**config.mk**
```make
export PLATFORM = sky130hd
export DESIGN_NAME = pps_ctrl
export DESIGN_NICKNAME = d
export VERILOG_FILES = /design/src/design/assert_macros.svh /design/src/design/pps_pkg.sv /design/src/design/pps_ctrl.sv
export SDC_FILE = /design/constraint.sdc
export NUM_CORES = 1
export LEC_CHECK = 0
export ABC_AREA = 1
export BUFFER_PORTS_ARGS = -buffer_cell sky130_fd_sc_hd__buf_2
export CAP_MARGIN = 10
export CORE_MARGIN = 5
export CORE_UTILIZATION = 30
export DETAILED_ROUTE_END_ITERATION = 10
export GPL_TIMING_DRIVEN = 0
export REMOVE_ABC_BUFFERS = 1
export SETUP_SLACK_MARGIN = 0.5
export SLEW_MARGIN = 20
export SYNTH_ARGS = -nofsm -noshare
export SYNTH_HDL_FRONTEND = slang
export SYNTH_SLANG_ARGS = --single-unit
```
**constraint.sdc**
```tcl
create_clock -name i_clk -period 1.1 [get_ports i_clk]
set_input_delay 0.11 -clock i_clk [delete_from_list [all_inputs] [get_ports i_clk]]
set_output_delay 0.11 -clock i_clk [all_outputs]
set_load 0.05 [all_outputs]
```
**src/design/assert_macros.svh**
```systemverilog
// Assertion macros used by the top-level RTL file.
`ifndef ASSERT_MACROS_SVH
`define ASSERT_MACROS_SVH

// Implication checked at every rising clock edge outside reset.
`define ASSERT_IMPL(label, clk, rst_n, ante, cons, msg) \
    label: assert property (@(posedge clk) disable iff (!rst_n) (ante) |-> (cons)) \
        else $error(msg);

// Next-cycle implication checked outside reset.
`define ASSERT_NEXT(label, clk, rst_n, ante, cons, msg) \
    label: assert property (@(posedge clk) disable iff (!rst_n) (ante) |=> (cons)) \
        else $error(msg);

`endif

```
**src/design/pps_pkg.sv**
```systemverilog
// ----------------------------------------------------------------------------
// pps_pkg
// Shared constants and types of the rejection sampler.
// ----------------------------------------------------------------------------
`timescale 1ns / 1ps
`default_nettype none
package pps_pkg;
    localparam int MAX_POPULATION = 1024;
    localparam int MAX_SAMPLE     = 16;
    localparam int WEIGHT_BITS    = 32;
    localparam int IDX_W          = $clog2(MAX_POPULATION);
    localparam int POS_W          = $clog2(MAX_SAMPLE);
    localparam int CNT_W          = POS_W + 1;
    localparam int PSZ_W          = 11;
    localparam int SSZ_W          = 5;
    localparam int TRY_W          = 16;
    localparam int CFG_IDX_W      = 1;
    localparam int CFG_DATA_W     = 11;

    localparam logic [1:0] OP_LOAD_W = 2'd0;
    localparam logic [1:0] OP_LOAD_R = 2'd1;
    localparam logic [1:0] OP_DRAW   = 2'd2;

    localparam logic [CFG_IDX_W-1:0] CFG_POP  = 1'd0;
    localparam logic [CFG_IDX_W-1:0] CFG_SAMP = 1'd1;

    // Commands from the controller to the datapath.
    typedef struct packed {
        logic load_in;    // capture the input beat
        logic write_tab;  // write a table entry
        logic rd_total;   // read the last entry
        logic set_target; // form target from the total
        logic probe_rd;   // read mid entry
        logic probe_upd;  // narrow search bounds
        logic dup_start;  // start duplicate scan
        logic dup_step;   // check one chosen member
        logic commit;     // store member
        logic reject;     // drop partial sample
        logic emit_start; // start output run
        logic emit_next;  // advance output run
        logic cfg_clear;  // configuration write
    } t_cmd;

    // Status from the datapath to the controller.
    typedef struct packed {
        logic is_load;
        logic is_draw;
        logic search_done;
        logic dup_done;
        logic dup_hit;
        logic full;
        logic emit_last;
    } t_stat;
endpackage
`default_nettype wire

```
**src/design/pps_ctrl.sv**
```systemverilog
// ----------------------------------------------------------------------------
// pps_ctrl
// Sequencer for loads, table search, duplicate scan and output run.
// ----------------------------------------------------------------------------
`timescale 1ns / 1ps
`default_nettype none
module pps_ctrl (
    input  wire             i_clk,
    input  wire             i_rst_n,
    input  wire             i_in_valid,
    output logic            o_in_ready,
    output logic            o_out_valid,
    input  wire             i_out_ready,
    input  wire             i_cfg_we,
    input  pps_pkg::t_stat  i_stat,
    output pps_pkg::t_cmd   o_cmd
);
    typedef enum logic [3:0] {
        S_IDLE, S_DECODE, S_TOTAL, S_TARGET, S_PROBE_RD, S_PROBE_UPD,
        S_DUP, S_COMMIT, S_EMIT
    } t_state;

    t_state r_state, n_state;
    logic   r_out_valid, n_out_valid;

    assign o_in_ready  = (r_state == S_IDLE) && !i_cfg_we;
    assign o_out_valid = r_out_valid;

    // Next state and combinational commands.
    always_comb begin
        n_state     = r_state;
        n_out_valid = r_out_valid;
        o_cmd       = '0;
        o_cmd.cfg_clear = i_cfg_we;
        case (r_state)
            S_IDLE: begin
                if (i_in_valid && o_in_ready) begin
                    o_cmd.load_in = 1'b1;
                    n_state = S_DECODE;
                end
            end
            S_DECODE: begin
                if (i_stat.is_load) begin
                    o_cmd.write_tab = 1'b1;
                    n_state = S_IDLE;
                end else if (i_stat.is_draw) begin
                    o_cmd.rd_total = 1'b1;
                    n_state = S_TOTAL;
                end else begin
                    n_state = S_IDLE;
                end
            end
            S_TOTAL: n_state = S_TARGET;
            S_TARGET: begin
                o_cmd.set_target = 1'b1;
                n_state = S_PROBE_RD;
            end
            S_PROBE_RD: begin
                if (i_stat.search_done) begin
                    o_cmd.dup_start = 1'b1;
                    n_state = S_DUP;
                end else begin
                    o_cmd.probe_rd = 1'b1;
                    n_state = S_PROBE_UPD;
                end
            end
            S_PROBE_UPD: begin
                o_cmd.probe_upd = 1'b1;
                n_state = S_PROBE_RD;
            end
            S_DUP: begin
                if (i_stat.dup_hit) begin
                    o_cmd.reject = 1'b1;
                    n_state = S_IDLE;
                end else if (i_stat.dup_done) begin
                    n_state = S_COMMIT;
                end else begin
                    o_cmd.dup_step = 1'b1;
                end
            end
            S_COMMIT: begin
                o_cmd.commit = 1'b1;
                if (i_stat.full) begin
                    o_cmd.emit_start = 1'b1;
                    n_out_valid = 1'b1;
                    n_state = S_EMIT;
                end else begin
                    n_state = S_IDLE;
                end
            end
            S_EMIT: begin
                if (i_out_ready) begin
                    o_cmd.emit_next = 1'b1;
                    if (i_stat.emit_last) begin
                        n_out_valid = 1'b0;
                        n_state = S_IDLE;
                    end
                end
            end
            default: n_state = S_IDLE;
        endcase
    end

    // State register.
    always_ff @(posedge i_clk) begin
        if (!i_rst_n) begin
            r_state     <= S_IDLE;
            r_out_valid <= 1'b0;
        end else begin
            r_state     <= n_state;
            r_out_valid <= n_out_valid;
        end
    end
endmodule
`default_nettype wire

```
# Word level (Yosys, flattened, before mapping)
# Index checks and enable logic that the tools add are counted.
# word_totals
ff_bits	5
latchBits	0
ramBits	0
rom_bits	0
inputBits	12
output_inout_bits	15
word_cells	59
memories	0
# classes
n_addsub	0
n_mul	0
n_div	0
n_lt_le_gt_ge	0
eq_ne	13
shifts	0
mux	36
bitwise_logic	0
reduce_logical	8
# ops
operator	n
one-hot mux 4 bit (8 select lines)	1
two-way mux 4 bit	7
two-way mux 1 bit	24
== test 4 x 3 -> 1 bit (second input constant)	4
== test 4 x 2 -> 1 bit (second input constant)	2
AND reduction 4 bit	2
two-way mux 2 bit	3
!= test 2 bit (second input constant)	3
== test 4 x 1 -> 1 bit (second input constant)	1
== test 4 bit (second input constant)	1
zero test 4 bit	1
!= test 3 bit (second input constant)	1
logical AND 1 bit	2
!= test 2 x 1 -> 1 bit (second input constant)	1
one-hot mux 1 bit (2 select lines)	1
nonzero test 2 bit	1
OR reduction 2 bit	1
zero test 1 bit	1

# Logic depth before layout (Yosys ltp)
# Gate-level depths: netlist (run 1).
# depth
word_depth	5
ltp_mapped	7
depth_no_buf	7

# Worst setup path after synthesis (run 1)
# No wires, ideal clock.
# synth_path
path_type	register -> output
start	reg r_state[1]
end	out o_cmd[3] (netlist name)
t_arrival_ns	1.999
required_time_ns	0.990
setup_slack_ns	-1.009
path_stages_with_launch	3
n_path_buf	0
cell_sequence	dfxtp_1 inv_2 nor4_1
# synth_lines
item	line_no	rtl
start, declared	pps_ctrl.sv:23	t_state r_state, n_state;
start signal, assigned	pps_ctrl.sv:110	r_state <= n_state;
end, declared	pps_ctrl.sv:16	output pps_pkg::t_cmd o_cmd

==> results.cfg, run 1 <==
[route]
drt_pass1_iterations = 4
vias_per_cell = 5.09
antenna_left = 0
wire_per_inst_um = 13.5
first_iter_violations = 7
wl_um = 1670
vias = 626
drc_errors = 0

[timing]
hold_ws_ns = 0.144
slew_violations = 0
hold_viol_final = 0
fmax_mhz = 739
finalWorstPathRequiredPeriod_ns = 1.35
relSlewSlack_pct = 85.6
fin_crit_sh_pct = 123
fin_worst_skew_ns = 0.0111
rsz0062_at_grt = true
tightest_slew_ns = 0.214
setup_viol = 17
setup_ws_ns = -0.253

[critical_path]
critPathLaunchType = flop
crit_fanout = 5
worstPathRequired_ns = 0.99
path_class = flop to output port
crit_arrival_ns = 1.24
crit_path_end_kind = output port

[global_routing]
grt_pass1_vias = 598
antenna_found_initial = 0
busiest_layer = met2
grt_max_degree = 6
met2_usage_pct = 27.2
grt_pass1_wl_um = 2400
grt.total_usage_pct = 16.3
grt_overflow_total = 0
grt.met1_usage_pct = 16.0
use_met3_pct = 1.56

[die]
die_h_um = 46.1
start_util_pct = 30.9
ios = 27
die_x_um = 46.1
fp-row-count = 13
dieArea_um2 = 2130
core_um2 = 1270

[cts]
cts_tree = yes
cts_sinks = 5
cts-root-buf = clkbuf_4
path_clk_slew_ns = 0.04
cts-buffers-inserted = 3
cts_buffer_depth = 2
ctsHoldBuffers = 0
h-tree-depth = 1
worstSkewPairLatency_ns = 0.25

[power]
p_int_mw = 0.429
p_per_area_nw_per_um2 = 796
vdd_drop_max_mv = 0.393
p_comb_share_pct = 37.9
switching_share_pct = 39.4
seqPwrFrac_pct = 29.8
p_sw_mw = 0.279
p_leak_nw = 0.448
pwr-share-clk_pct = 32.4

[finish]
n_antenna_cell = 0
num-fill-cells = 100
finalInstanceArea_um2 = 890
area_growth_pct = 127
nNetsFinal = 121
layout-drive-gt1-share_pct = 66.7

[yosys]
synth_top_cell_area_share_pct = 25.6
synth_largest_area_cell = dfxtp_1
synthCells = 66
synth-compound-area-share_pct = 9.58
yosysMostFrequentCell = inv_1
synth.distinct_cells = 17
synth-simple-area-share_pct = 47.6
yosys.area_share.xor_xnor_pct = 0
synth_warnings = 0
synth-seq-area-share_pct = 25.6
synth_edf_count = 0
synthArstFlopShare_pct = 0
synth_area_leaders = dfxtp_1, inv_1, nand2_1
postSynthAreaPerCell_um2 = 5.93
netlist_area_um2 = 392
synth_top_family_by_area = simple AND/OR/NAND/NOR gates
synth_common_cells = inv_1, nand2_1, nor2_1
synth_ff_type = dfxtp_1
muxShareOfSynthArea_pct = 0
ys_ff_latch = 5
synth_fa_ha_area_share_pct = 0

[hold_path]
holdCritPathClass = primary input to flop

[outcome]
status = complete, but fails checks
violations = negative setup slack

[placement]
place_area_um2 = 533
port_buffers = 26
place_congestion = 0.794
hpwlAfterDp_um = 948

[job]
cap_violations = 0
## path summary, 6_finish.rpt
check	cells after the start	slack [ns]	endpoint	startpoint
worst max-delay path	4	-0.25	o_cmd[3]	r_state[3]
worst min-delay path	3	0.14	o_out_valid	i_rst_n
worst max register to register	6	-0.11	o_out_valid	r_state[1]
worst min register to register	3	0.60	o_out_valid	o_out_valid
## power groups by stage
stage          Clock (mW)  Combinational [mW]  Sequential [mW]
2_1_floorplan           0               0.120            0.201
3_3_place_gp            0               0.177            0.203
3_5_place_dp            0               0.178            0.204
4_1_cts             0.227               0.241            0.207
6_report            0.229               0.268            0.211
5_1_grt             0.250               0.287            0.212
## layout by cell type (no fill, tap or decap)
cell	n
nand3_1	5
a31oi_1	2
o211ai_1	2
buf_2	11
inv_6	1
inv_2	1
buf_4	13
nor2_4	3
nor2_2	4
and2_4	1
buf_8	4
nand4_1	3
buf_6	10
inv_4	2
nor3_2	1
nand2_1	7
nor3_1	1
dfxtp_4	4
nor4_4	1
a21oi_2	2
clkbuf_4	4
clkbuf_1	1
nand2_2	3
dfxtp_2	1
inv_1	11
nor3_4	2
nand2_4	2
nand3_2	1
nor2_1	4
inv_8	1
## logic make-up after synthesis
logic type      count (synthesis)
simple gates                   38
compound gates                  6
buf+inv                        17
flops                           5
## through the flow
step | total power [mW] | util, % | worst slack (ns) | setup TNS (ns) | cells
finish | 0.708 | 70.1 | -0.253 | -3.20 | 123
global route | 0.750 | 70.1 | -0.322 | -4.34 | 123
CTS | 0.676 | 63.3 | -0.234 | -2.43 | 119
detailed placement | 0.382 | 42.0 | -0.202 | -1.36 | 106
global placement | 0.380 | 42.0 | -0.201 | -1.42 | 106
floorplan | 0.321 | - | -1.01 | -4.30 | 65
## repair_timing
item                       in CTS  in global routing
setup buffers                   9                  4
pin swaps                       7                 10
resized for setup              57                 16
setup endpoints to repair      19                 20
## critical path: stages, from the launching register on
cell     delay [ns]
dfxtp_4        0.36
inv_4          0.08
nand2_4        0.09
nor4_4         0.27
buf_6          0.19
## layer usage
layer | wire (µm) | part of all wire, % | vias up
met3 | 101 | 6.1 | 8
met5 | 0 | 0 | -
li1 | - | - | 301
met4 | 88 | 5.3 | 0
met2 | 879 | 53 | 32
met1 | 595 | 36 | 285
## cell type report
type | count | area (µm²) | area share (%)
Clock buffer | 4 | 26.3 | 2.95
Inverter | 16 | 77.6 | 8.72
Multi-Input combinational cell | 44 | 318 | 35.7
Sequential cell | 5 | 116 | 13.1
Tap cell | 15 | 18.8 | 2.11
Timing Repair Buffer | 39 | 333 | 37.4
## sequential cells by signal (all words and copies together) (netlist names)
signal       flops
r_state          4
o_out_valid      1
Note: power is estimated with default switching activity, not from simulation.
==> run 2, diff against run 1 <==
Settings changed: ABC_AREA 1 to default.
==> results.cfg, run 2 <==
[die]
die_h_um = 46.9
ios = 27
core_um2 = 1300
fp-row-count = 13
dieArea_um2 = 2200
start_util_pct = 31.4
die_x_um = 46.9

[finish]
nNetsFinal = 112
layout_common_cells = buf_6, buf_2, buf_4
area_growth_pct = 144
n_antenna_cell = 0
largest_reg_flops = 4
fin_util_pct = 76.8
layout-drive-gt1-share_pct = 75.8
finalInstanceArea_um2 = 1000
largest-register = r_state
final_common_cell = buf_6

[global_routing]
grt_overflow_total = 0
grt.total_usage_pct = 15.5
antenna_found_initial = 0
grt_max_degree = 9
grt_pass1_wl_um = 2420
grt_pass1_vias = 618

[power]
switching_share_pct = 32.2
p_sw_mw = 0.187
pwr-share-clk_pct = 37.0
p_comb_share_pct = 31.3
p_int_mw = 0.394
seqPwrFrac_pct = 31.8
power_mw = 0.580
vdd_drop_max_mv = 0.316
p_per_area_nw_per_um2 = 581
p_leak_nw = 0.463

[critical_path]
path_class = flop to flop
r2r_setup_slack_ns = -0.48
worstPathRequired_ns = 1.22
r2r_start = r_state[0]
critPathLaunchType = flop
reg2reg_depth = 4
crit_fanout = 6
crit_arrival_ns = 1.70
slowest_delay_ns = 0.56
crit_path_end_kind = flop
cpMaxStageDelayCell = or4_4
crit_chain = or4_4, buf_4, o221ai_2, nor2_1
worstReg2RegEnd = r_state[0]

[yosys]
yosys.area_share.xor_xnor_pct = 0
synth_warnings = 0
synth.distinct_cells = 26
muxShareOfSynthArea_pct = 0
synth-simple-area-share_pct = 46.8
synthCells = 54
synthArstFlopShare_pct = 0
netlist_area_um2 = 409
synth_ff_type = dfxtp_1
synth_top_cell_area_share_pct = 24.5
synth_fa_ha_area_share_pct = 0
synth_top_family_by_area = simple AND/OR/NAND/NOR gates
postSynthAreaPerCell_um2 = 7.58
synth_area_leaders = dfxtp_1, nor4b_1, and2_1
synth-seq-area-share_pct = 24.5
ys_ff_latch = 5
synth-compound-area-share_pct = 19.0
synth_largest_area_cell = dfxtp_1
synth_edf_count = 0
synth_common_cells = dfxtp_1, nor2_1

[timing]
fmax_mhz = 633
tightest_slew_ns = 0.307
hold_viol_final = 0
setup_ws_ns = -0.479
relSlewSlack_pct = 79.5
rsz0062_at_grt = true
finalWorstPathRequiredPeriod_ns = 1.58
hold_ws_ns = 0.143
fin_tns_setup_ns = -6.71
setup_viol = 18
fin_worst_skew_ns = 0.00306
slew_violations = 0
fin_crit_sh_pct = 144

[route]
drt_pass1_iterations = 4
vias = 642
drc_errors = 0
first_iter_violations = 34
wire_per_inst_um = 18.3
wl_um = 2080
vias_per_cell = 5.63
antenna_left = 0

[cts]
path_clk_slew_ns = 0.05
cts_tree = yes
worstSkewPairLatency_ns = 0.24
h-tree-depth = 1
cts-root-buf = clkbuf_4
cts_sinks = 5
ctsHoldBuffers = 0
cts-buffers-inserted = 3
cts_buffer_depth = 2

[placement]
place_congestion = 0.733
port_buffers = 26
place_area_um2 = 533
hpwlAfterDp_um = 810

[outcome]
violations = negative setup slack
status = complete, but fails checks

[hold_path]
hp-start = i_rst_n
min_to = r_state[3]
holdCritPathClass = primary input to flop
hold-path-cell-count = 3

[job]
cap_violations = 0
run 2: cell types whose count changed after synthesis, moves of 3 or more:
cell,previous run,this run
and2_1,1,4
inv_1,12,4
inv_2,4,0
nand2_1,10,4
nand3_1,6,0
nand4_1,3,0
nor2_1,10,5
nor2b_1,0,3
nor4b_1,0,3
o21ai_0,0,4
run 2: worst max-delay path, delay by kind of cell (launching register included):
family                 cells  cell delay (ns)
AND/OR/NAND/NOR            2             0.67
flip-flops                 1             0.36
AO/OA/AOI/OAI              1             0.26
buffers and inverters      1             0.16
run 2: layer usage:
layer / GRT usage [%] / wire length [µm] / vias to the layer above
li1: - / - / 289
met1: 17.6 / 892 / 309
met2: 26.0 / 1020 / 38
met3: 1.15 / 119 / 6
met4: 13.3 / 53 / 0
met5: 0 / 0 / -
run 2: final cells by class:
type | count | area (µm²)
repair buffers | 45 | 418
multi-input cells | 41 | 405
fillers | 75 | 302
flip-flops and latches | 5 | 116
clock buffers | 4 | 26.3
well taps | 15 | 18.8
inverters | 4 | 15.0
run 2: repair_timing:
item / in CTS / in global routing
endpoints found under the setup margin: 19 / 19
resized for setup: 61 / 18
buffers inserted: 13 / 6
endpoints found under the hold margin: 0 / 0
pin swaps: 10 / 13
run 2: per-stage QoR:
stage | std cells | setup slack, ns
floorplan | 50 | -1.28
global placement | 91 | -0.439
detailed placement | 91 | -0.464
CTS | 108 | -0.480
global route | 114 | -0.507
finish | 114 | -0.479
run 2: logic make-up after synthesis:
kind of cell | Yosys count
simple gates | 30
flops | 5
buf+inv | 8
compound gates | 11
run 2: how the worst max path moves through the flow:
stage / startpoint / to / slack, ns / cells after the start
final: r_state[0] / r_state[0] / -0.48 / 4
after global routing: r_state[0] / r_state[0] / -0.51 / 4
after CTS: r_state[2] / o_cmd[12] / -0.48 / 3
after detailed placement: r_state[2] / o_cmd[2] / -0.46 / 4
after global placement: r_state[2] / o_cmd[2] / -0.44 / 4
after floorplan: r_state[2] / o_cmd[6] / -1.28 / 2
run 2: power groups by stage:
| stage | Sequential (mW) | Clock, mW | Combinational, mW |
|---|---|---|---|
| 2_1_floorplan | 0.195 | 0 | 0.0640 |
| 3_3_place_gp | 0.197 | 0 | 0.108 |
| 3_5_place_dp | 0.197 | 0 | 0.108 |
| 4_1_cts | 0.183 | 0.217 | 0.155 |
| 5_1_grt | 0.185 | 0.225 | 0.189 |
| 6_report | 0.184 | 0.214 | 0.181 |
